**src/rtl/mrrs_pkg.sv**
```systemverilog
// shared constants, types and operation codes for the round-robin scheduler
`timescale 1ns / 1ps
package mrrs_pkg;
   localparam int CpuCountDefault   = 4;
   localparam int QueueDepthDefault = 32;
   localparam int TaskWidth         = 8;
   localparam int QuantumWidth      = 16;
   localparam int CsrDataWidth      = 16;
   localparam int CsrIndexWidth     = 3;

   localparam logic [2:0] OP_LOAD    = 3'd0;
   localparam logic [2:0] OP_UNBLOCK = 3'd1;
   localparam logic [2:0] OP_TICK    = 3'd2;
   localparam logic [2:0] OP_BLOCK   = 3'd3;
   localparam logic [2:0] OP_EXIT    = 3'd4;

   localparam logic [CsrIndexWidth-1:0] REG_CPUS     = 3'd0;
   localparam logic [CsrIndexWidth-1:0] REG_QUANTUM0 = 3'd1;
   localparam logic [CsrIndexWidth-1:0] REG_QUANTUM1 = 3'd2;
   localparam logic [CsrIndexWidth-1:0] REG_QUANTUM2 = 3'd3;
   localparam logic [CsrIndexWidth-1:0] REG_QUANTUM3 = 3'd4;

   // one queue entry
   typedef struct packed {
      logic [TaskWidth-1:0] task_id;
      logic                 blocked;
   } entry_type;

   // command from the sequencer to the row of queue cells
   typedef struct packed {
      logic                 shift;
      logic                 push;
      entry_type            push_entry;
      logic                 unblock;
      logic [TaskWidth-1:0] unblock_id;
   } qcmd_type;
endpackage

```
**src/rtl/multicore_round_robin_scheduler.sv**
```systemverilog
// top level: per-cpu state, command sequencer and result register
//  channel  dir  signals                       payload
//  req      in   req_tvalid/tready/tdata       operation, cpu, task_id
//  rsp      out  rsp_tvalid/tready/tdata       next_task, idle, decided, queue_full
//  csr      in   csr_we/csr_index/csr_wdata    register write
// load, unblock and ticks without expiry go straight to the result slot
// a pick rotates through the cell row one entry a cycle
// one item at a time; req_tready is low while busy or while a result waits
// reset is synchronous and empties the queue and idles every cpu
`timescale 1ns / 1ps
module multicore_round_robin_scheduler #(
   parameter int CPU_COUNT   = mrrs_pkg::CpuCountDefault,
   parameter int QUEUE_DEPTH = mrrs_pkg::QueueDepthDefault
) (
   input  logic        clock,
   input  logic        reset,
   input  logic        req_tvalid,
   output logic        req_tready,
   input  logic [15:0] req_tdata,   // operation[2:0], cpu[4:3], task_id[12:5]
   output logic        rsp_tvalid,
   input  logic        rsp_tready,
   output logic [15:0] rsp_tdata,   // next_task[7:0], idle, decided, queue_full
   input  logic        csr_we,
   input  logic [mrrs_pkg::CsrIndexWidth-1:0] csr_index,
   input  logic [mrrs_pkg::CsrDataWidth-1:0]  csr_wdata
);
   localparam int CW  = $clog2(QUEUE_DEPTH + 1);
   localparam int CPW = (CPU_COUNT > 1) ? $clog2(CPU_COUNT) : 1;
   localparam logic [1:0] S_IDLE = 2'd0, S_PICK = 2'd1, S_OUT = 2'd2;

   logic [2:0] cpus_ff;
   logic [mrrs_pkg::QuantumWidth-1:0] quantum_ff [4];
   logic [mrrs_pkg::TaskWidth-1:0] run_task_ff [CPU_COUNT];
   logic [CPU_COUNT-1:0] run_valid_ff;
   logic [mrrs_pkg::QuantumWidth-1:0] slice_ff [CPU_COUNT];
   logic [CW-1:0] count_ff, count_in, left_ff, left_in;
   logic [1:0] state_ff, state_in;
   logic [CPW-1:0] cpu_ff, cpu_in;
   logic full_ff, full_in;
   logic [15:0] rsp_ff, rsp_in;

   mrrs_pkg::qcmd_type cmd;
   mrrs_pkg::entry_type head;

   logic [2:0] op;
   logic [1:0] rcpu;
   logic [mrrs_pkg::TaskWidth-1:0] rid;
   logic [2:0] ncpu;
   logic cpu_ok, fire, qfull;
   logic [CPW-1:0] ci;

   assign op   = req_tdata[2:0];
   assign rcpu = req_tdata[4:3];
   assign rid  = req_tdata[12:5];
   assign ncpu = (cpus_ff == 3'd0) ? 3'd1 :
                 (cpus_ff > 3'(CPU_COUNT)) ? 3'(CPU_COUNT) : cpus_ff;
   assign cpu_ok = {1'b0, rcpu} < ncpu;
   assign ci = CPW'(rcpu);
   assign req_tready = (state_ff == S_IDLE);
   assign fire = req_tvalid && req_tready;
   assign qfull = count_ff == CW'(QUEUE_DEPTH);
   assign rsp_tvalid = (state_ff == S_OUT);
   assign rsp_tdata = rsp_ff;

   mrrs_queue #(.QUEUE_DEPTH(QUEUE_DEPTH)) u_queue (
      .clock(clock), .reset(reset), .cmd(cmd), .count(count_ff), .head(head)
   );

   always_ff @(posedge clock) begin
      if (reset) begin
         cpus_ff <= 3'd4;
         for (int k = 0; k < 4; k++) quantum_ff[k] <= 16'd10;
      end else if (csr_we) begin
         if (csr_index == mrrs_pkg::REG_CPUS) begin
            cpus_ff <= csr_wdata[2:0];
         end else if (csr_index <= mrrs_pkg::REG_QUANTUM3) begin
            quantum_ff[2'(csr_index - mrrs_pkg::REG_QUANTUM0)] <= csr_wdata;
         end
      end
   end

   always_comb begin
      cmd = '0;
      cmd.unblock_id = rid;
      count_in = count_ff;
      left_in = left_ff;
      state_in = state_ff;
      cpu_in = cpu_ff;
      full_in = full_ff;
      rsp_in = rsp_ff;
      unique case (state_ff)
         S_IDLE: begin
            if (fire) begin
               state_in = S_OUT;
               rsp_in = '0;
               full_in = 1'b0;
               cpu_in = ci;
               if (op == mrrs_pkg::OP_LOAD) begin
                  if (qfull) begin
                     rsp_in[10] = 1'b1;
                  end else begin
                     cmd.push = 1'b1;
                     cmd.push_entry = '{task_id: rid, blocked: 1'b0};
                     count_in = count_ff + 1'b1;
                  end
               end else if (op == mrrs_pkg::OP_UNBLOCK) begin
                  cmd.unblock = 1'b1;
               end else if (op <= mrrs_pkg::OP_EXIT && cpu_ok) begin
                  if (op == mrrs_pkg::OP_TICK && run_valid_ff[ci] && slice_ff[ci] > 16'd1) begin
                     rsp_in = {6'd0, 1'b1, 1'b0, run_task_ff[ci]};
                  end else if (op == mrrs_pkg::OP_TICK && count_ff == '0) begin
                     rsp_in = {6'd0, 1'b1, !run_valid_ff[ci],
                               run_valid_ff[ci] ? run_task_ff[ci] : 8'd0};
                  end else begin
                     state_in = S_PICK;
                     if (op != mrrs_pkg::OP_EXIT && run_valid_ff[ci]) begin
                        if (qfull) begin
                           full_in = 1'b1;
                        end else begin
                           cmd.push = 1'b1;
                           cmd.push_entry = '{task_id: run_task_ff[ci],
                                              blocked: op == mrrs_pkg::OP_BLOCK};
                           count_in = count_ff + 1'b1;
                        end
                     end
                     // the search covers the requeued task as well
                     left_in = count_in;
                  end
               end
            end
         end
         S_PICK: begin
            if (left_ff == '0) begin
               state_in = S_OUT;
               rsp_in = {5'd0, full_ff, 1'b1, 1'b1, 8'd0};
            end else if (!head.blocked) begin
               cmd.shift = 1'b1;
               count_in = count_ff - 1'b1;
               state_in = S_OUT;
               rsp_in = {5'd0, full_ff, 1'b1, 1'b0, head.task_id};
            end else begin
               // rotate blocked head to tail
               cmd.shift = 1'b1;
               cmd.push = 1'b1;
               cmd.push_entry = head;
               left_in = left_ff - 1'b1;
            end
         end
         S_OUT: begin
            if (rsp_tready) state_in = S_IDLE;
         end
         default: state_in = S_IDLE;
      endcase
   end

   always_ff @(posedge clock) begin
      if (reset) begin
         state_ff <= S_IDLE;
         count_ff <= '0;
         run_valid_ff <= '0;
         for (int k = 0; k < CPU_COUNT; k++) begin
            run_task_ff[k] <= '0;
            slice_ff[k] <= '0;
         end
      end else begin
         state_ff <= state_in;
         count_ff <= count_in;
         if (state_ff == S_IDLE && fire && op >= mrrs_pkg::OP_TICK &&
             op <= mrrs_pkg::OP_EXIT && cpu_ok) begin
            if (op == mrrs_pkg::OP_TICK && run_valid_ff[ci] && slice_ff[ci] > 16'd1) begin
               slice_ff[ci] <= slice_ff[ci] - 1'b1;
            end else if (op == mrrs_pkg::OP_TICK && count_ff == '0) begin
               if (run_valid_ff[ci]) slice_ff[ci] <= quantum_ff[2'(ci)];
            end else begin
               run_valid_ff[ci] <= 1'b0;
            end
         end
         if (state_ff == S_PICK && left_ff != '0 && !head.blocked) begin
            run_valid_ff[cpu_ff] <= 1'b1;
            run_task_ff[cpu_ff] <= head.task_id;
            slice_ff[cpu_ff] <= quantum_ff[2'(cpu_ff)];
         end
      end
      left_ff <= left_in;
      cpu_ff <= cpu_in;
      full_ff <= full_in;
      rsp_ff <= rsp_in;
   end

`ifndef SYNTHESIS
   a_count_bound: assert property (@(posedge clock) disable iff (reset)
      count_ff <= CW'(QUEUE_DEPTH)) else $error("queue count overflow");
   a_no_ready_busy: assert property (@(posedge clock) disable iff (reset)
      rsp_tvalid |-> !req_tready) else $error("ready while result pending");
   a_pick_left: assert property (@(posedge clock) disable iff (reset)
      (state_ff == S_PICK) |-> left_ff <= count_ff) else $error("pick overrun");
`endif
endmodule

```
**src/rtl/mrrs_cell.sv**
```systemverilog
// one queue slot; shifts toward the head and takes the tail push
`timescale 1ns / 1ps
module mrrs_cell (
   input  logic                clock,
   input  logic                reset,
   input  mrrs_pkg::qcmd_type  cmd,
   input  logic                is_tail,
   input  logic                next_tail,
   input  logic                occupied,
   input  mrrs_pkg::entry_type from_next,
   input  logic                match_before,
   output mrrs_pkg::entry_type entry,
   output logic                match_here
);
   mrrs_pkg::entry_type entry_ff, entry_in;

   assign entry = entry_ff;
   assign match_here = occupied && (entry_ff.task_id == cmd.unblock_id);

   always_comb begin
      entry_in = entry_ff;
      if (cmd.unblock && match_here && !match_before) begin
         entry_in.blocked = 1'b0;
      end
      if (cmd.shift) begin
         entry_in = cmd.push && next_tail ? cmd.push_entry : from_next;
      end else if (cmd.push && is_tail) begin
         entry_in = cmd.push_entry;
      end
   end

   always_ff @(posedge clock) begin
      if (reset) begin
         entry_ff.blocked <= 1'b0;
      end else begin
         entry_ff.blocked <= entry_in.blocked;
      end
      entry_ff.task_id <= entry_in.task_id;
   end
endmodule

```
**src/rtl/mrrs_queue.sv**
```systemverilog
// wait queue as a row of cells; head always in cell zero
`timescale 1ns / 1ps
module mrrs_queue #(
   parameter int QUEUE_DEPTH = mrrs_pkg::QueueDepthDefault
) (
   input  logic                          clock,
   input  logic                          reset,
   input  mrrs_pkg::qcmd_type            cmd,
   input  logic [$clog2(QUEUE_DEPTH+1)-1:0] count,
   output mrrs_pkg::entry_type           head
);
   localparam int CW = $clog2(QUEUE_DEPTH + 1);
   mrrs_pkg::entry_type ent [QUEUE_DEPTH];
   logic [QUEUE_DEPTH:0] chain;

   assign chain[0] = 1'b0;
   assign head = ent[0];

   for (genvar g = 0; g < QUEUE_DEPTH; g++) begin : g_cell
      logic occ, mh;
      mrrs_pkg::entry_type nxt;
      assign occ = CW'(g) < count;
      if (g == QUEUE_DEPTH - 1) begin : g_last
         assign nxt = ent[g];
      end else begin : g_mid
         assign nxt = ent[g + 1];
      end
      mrrs_cell u_cell (
         .clock(clock), .reset(reset), .cmd(cmd),
         .is_tail(count == CW'(g)), .next_tail(count == CW'(g + 1)),
         .occupied(occ), .from_next(nxt), .match_before(chain[g]),
         .entry(ent[g]), .match_here(mh)
      );
      assign chain[g + 1] = chain[g] | mh;
   end
endmodule
```
**config.mk**
```make
export PLATFORM = sky130hd
export DESIGN_NAME = multicore_round_robin_scheduler
export DESIGN_NICKNAME = d
export VERILOG_FILES = /design/src/rtl/mrrs_pkg.sv /design/src/rtl/multicore_round_robin_scheduler.sv /design/src/rtl/mrrs_cell.sv /design/src/rtl/mrrs_queue.sv
export SDC_FILE = /design/constraint.sdc
export NUM_CORES = 1
export LEC_CHECK = 0
export ABC_AREA = 1
export BUFFER_PORTS_ARGS = -buffer_cell sky130_fd_sc_hd__buf_4
export CORE_UTILIZATION = 23
export DETAILED_ROUTE_END_ITERATION = 12
export HOLD_SLACK_MARGIN = 0.1
export PLACE_DENSITY = 0.41
export SLEW_MARGIN = 5
export SYNTH_ARGS = -nofsm -noshare
export SYNTH_HDL_FRONTEND = slang
export SYNTH_SLANG_ARGS = --single-unit
```
**constraint.sdc**
```tcl
create_clock -name clock -period 6.32 [get_ports clock]
set_input_delay 0.632 -clock clock [delete_from_list [all_inputs] [get_ports clock]]
set_output_delay 0.632 -clock clock [all_outputs]
set_load 0.01 [all_outputs]
```
==> results.sh <==
export IMPL_clk_transition_reported_paths_ns=0.06
export IMPL_tritoncts="yes"
export IMPL_cp_cell_sequence="buf_4 > nor2_2 > nand2_1 > clkinv_1 > nand2_1 > nand2_1 > nor2_1 > nand2_1 > nand2_1 > nor2_1 > nand4_1 > nor2_1 > nand4_1 > nor2_1 > nand4_1 > nor2_1 > nand4_1 > nor2_1 > nand4_1 > nor2_1 > nand3_1 > o21ai_1 > a21oi_1"
export IMPL_final_min_period_over_clock_period=0.823
export IMPL_drive_above_1_share=0.0896
export IMPL_max_slew_margin_rel=0.271
export IMPL_routability_driven_placement_congestion_ratio=0.853
export IMPL_die_w_um=357
export IMPL_synth_commonest_cells="781 x sky130_fd_sc_hd__nand2_1, 436 x sky130_fd_sc_hd__edfxtp_1, 369 x sky130_fd_sc_hd__nor2_1, 255 x sky130_fd_sc_hd__a21oi_1, 238 x sky130_fd_sc_hd__o21ai_0"
export IMPL_yosys_area_top_type_share=0.452
export IMPL_initialDrtViolationCount=2023
export IMPL_post_place_cells=5025
export IMPL_cts_hold_repair_buffers=0
export IMPL_yosysWarnings=0
export IMPL_synth_main_ff_cell="sky130_fd_sc_hd__edfxtp_1"
export IMPL_yosysSeqAreaShare=0.486
export IMPL_ctsRootBufferMaster="sky130_fd_sc_hd__clkbuf_16"
export IMPL_report_power_total_mw=8.22
export IMPL_fin_nets=3499
export IMPL_htree_num_levels=2
export IMPL_grt_overflow_total=0
export IMPL_dr_total_vias=24900
export IMPL_critPathSlowestCell="sky130_fd_sc_hd__nor2_2"
export IMPL_design_area_um2=33100
export IMPL_critPathLaunchType="flop"
export IMPL_cts_resized=0
export IMPL_layout_core_utilization=0.267
export IMPL_max_clock_path_buffers=3
export IMPL_yosysUniqueCellTypes=61
export IMPL_post_drt_wl_per_cell_um=21.4
export IMPL_power_leakage_nw=12.4
export IMPL_drc=0
export IMPL_final_fill_count=13500
export IMPL_power_per_cell_area_nw_per_um2=248
export IMPL_design_portCount=58
export IMPL_synth_most_common_cell="sky130_fd_sc_hd__nand2_1"
export IMPL_design_die_area_um2=127000
export IMPL_timing_critical_path_arrival_ns=5.73
export IMPL_antenna_diode_count=0
export IMPL_maximum_number_of_pins_on_one_net_before_global_route_repair=186
export IMPL_ys_top_cells_by_area="sky130_fd_sc_hd__edfxtp_1 45%, sky130_fd_sc_hd__nand2_1 10%, sky130_fd_sc_hd__nor2_1 4.8%"
export IMPL_areaGrowthSynthToFinish_pct=14.4
export IMPL_crit_path_frequent_cell="sky130_fd_sc_hd__nor2_1"
export IMPL_timing_final_crit_period_ns=5.20
export IMPL_skew_ns=0.0387
export IMPL_initial_cell_density_of_the_core=0.233
export IMPL_worst_pin_slew_ns=1.09
export IMPL_mappedNetlistArea_um2=29000
export IMPL_placed_area_um2=31300
export IMPL_critical_path_class="flop to flop"
export IMPL_clock_fmax_mhz=192
export IMPL_worstSkewPairLatency_ns=0.67
export IMPL_critical_path_peak_fanout=9
export IMPL_final_max_tran_viols=0
export IMPL_wirelength_um=110000
export IMPL_first_global_vias=23900
export IMPL_setup_repair_after_global_routing_missed_its_margin="no"
export IMPL_synth_seq_cells=485
export IMPL_worst_ir_drop_vdd_mv=0.209
export IMPL_critPathBufInv=2
export IMPL_numCtsBuffers=58
export IMPL_core_area_um2=124000
export IMPL_die_h_um=357
export IMPL_number_of_antenna_violations_at_the_first_check_in_global_routing=0
export IMPL_edff_count_synth=436
export IMPL_floorplan_rows=129
export IMPL_status="finished clean"
export IMPL_critPathMaxStageDelay_ns=0.38
export IMPL_place_port_buffers=49
export IMPL_synthesis_area_per_instance_um2=8.38
export IMPL_synthArstFlopShare=0
export IMPL_tritoncts_num_sinks=485
export IMPL_critical_path_endpoint_type="flop"
export IMPL_max_capacitance_violation_total=0
export IMPL_gate_count_of_the_mapped_netlist=3460
export IMPL_overall_fraction_of_global_route_tracks_in_use=0.168
export IMPL_wire_length_of_the_first_global_routing_pass_um=161000
export IMPL_detail_route_antenna_nets=0
export IMPL_hold_path_class="input port to flop"
export IMPL_required_time_of_the_critical_path_ns=6.85
export IMPL_finalSetupViolCount=0
export IMPL_dp_final_hpwl_um=75100
export IMPL_cts_post_setup_buffers_inserted=0
export IMPL_cp_top_family="simple AND/OR/NAND/NOR gates"
export IMPL_synth_largest_area_cell="sky130_fd_sc_hd__edfxtp_1"
export IMPL_vias_per_cell=4.85
export IMPL_drt_pass1_iterations=6
export IMPL_hold_violations=0
export IMPL_instances_no_fill=5131
export IMPL_timing_setup_tns_ns=0
## worst reg2reg max path: cells and delay by family, from the launching register on
kind	cells	cell delay, ns
simple gates	19	4.06
buf+inv	2	0.50
flops	1	0.29
compound gates	2	0.23
## power breakdown
group / internal (mW) / total, mW / switching (mW) / leakage, nW
clock network: 1.87 / 3.32 / 1.45 / 0.897
registers: 3.66 / 3.77 / 0.105 / 4.63
logic: 0.328 / 1.12 / 0.797 / 6.92
## cell type report
class	count	area, um^2	share of cell area
clock buffers	84	1630	0.0492
clock inverters	22	206	0.00623
inverters	263	995	0.0300
multi-input cells	2494	13000	0.393
flip-flops and latches	485	14100	0.425
well taps	1637	2050	0.0618
repair buffers	146	1160	0.0350
## cell families (layout without fill, tap and decap cells)
kind of cell / Yosys count / after routing / share of synthesized area
AND/OR/NAND/NOR: 1416 / 1416 / 0.204
other: 1 / 5 / 0.000129
XOR/XNOR: 189 / 189 / 0.0571
buffers and inverters: 485 / 515 / 0.0682
multiplexers: 1 / 1 / 0.000345
flip-flops: 485 / 485 / 0.486
adder cells (fa/ha/maj): 11 / 11 / 0.00475
AO/OA/AOI/OAI: 872 / 872 / 0.179
## cell usage in the layout (no fill, tap or decap), types with 11 or more instances in the layout
cell,count
sky130_fd_sc_hd__nand2_1,779
sky130_fd_sc_hd__edfxtp_1,436
sky130_fd_sc_hd__nor2_1,367
sky130_fd_sc_hd__a21oi_1,255
sky130_fd_sc_hd__o21ai_0,238
sky130_fd_sc_hd__inv_1,232
sky130_fd_sc_hd__a22oi_1,155
sky130_fd_sc_hd__buf_4,141
sky130_fd_sc_hd__xor2_1,115
sky130_fd_sc_hd__nand3_1,83
sky130_fd_sc_hd__xnor2_1,74
sky130_fd_sc_hd__clkbuf_16,58
sky130_fd_sc_hd__dfxtp_1,49
sky130_fd_sc_hd__o22ai_1,48
sky130_fd_sc_hd__nor3_1,46
sky130_fd_sc_hd__nand4_1,43
sky130_fd_sc_hd__a31oi_1,35
sky130_fd_sc_hd__o21ai_1,34
sky130_fd_sc_hd__nor4_1,23
sky130_fd_sc_hd__a221oi_1,19
sky130_fd_sc_hd__inv_2,18
sky130_fd_sc_hd__clkbuf_1,18
sky130_fd_sc_hd__clkinv_1,16
sky130_fd_sc_hd__o211ai_1,15
sky130_fd_sc_hd__nand2_2,14
sky130_fd_sc_hd__or2_2,13
sky130_fd_sc_hd__a22o_1,11
sky130_fd_sc_hd__a211oi_1,11
sky130_fd_sc_hd__o2111ai_1,11
sky130_fd_sc_hd__ha_1,11
## path summary, 6_finish.rpt
path,startpoint,end,slack [ns],cells after the start
max reg2reg,count_ff[5]$_SDFFE_PP0P_,u_queue.g_cell[31].u_cell.entry[0]$_SDFFE_PP0P_,1.12,23
min reg2reg,u_queue.g_cell[10].u_cell.entry[0]$_SDFFE_PP0P_,u_queue.g_cell[10].u_cell.entry[0]$_SDFFE_PP0P_,0.47,2
min,req_tdata[4],cpu_ff[1]$_DFFE_PP_,0.25,1
max,count_ff[5]$_SDFFE_PP0P_,u_queue.g_cell[31].u_cell.entry[0]$_SDFFE_PP0P_,1.12,23
## per-layer routing
layer / track usage / vias to the layer above / wire [um]
met5: 0 / - / 0
met3: 0.0170 / 134 / 5010
met1: 0.236 / 12000 / 51800
li1: - / 12000 / -
met4: 0.0461 / 0 / 2660
met2: 0.273 / 671 / 50200
## flip-flops by register name (all words and copies together) (netlist names), named ones only
name / flops
u_queue.g_cell.u_cell.entry: 288
quantum_ff: 64
slice_ff: 64
run_task_ff: 32
rsp_tdata: 11
count_ff: 6
left_ff: 6
run_valid_ff: 4
cpus_ff: 3
cpu_ff: 2
state_ff: 2
full_ff: 1
## through the flow
stage,setup slack [ns],hold WS (ns)
2_1_floorplan,1.33,0.430
3_3_place_gp,0.989,0.457
3_5_place_dp,0.941,0.462
4_1_cts,1.21,0.200
5_1_grt,0.767,0.222
6_report,1.12,0.254
No activity file was read; power rests on OpenSTA's default activity.
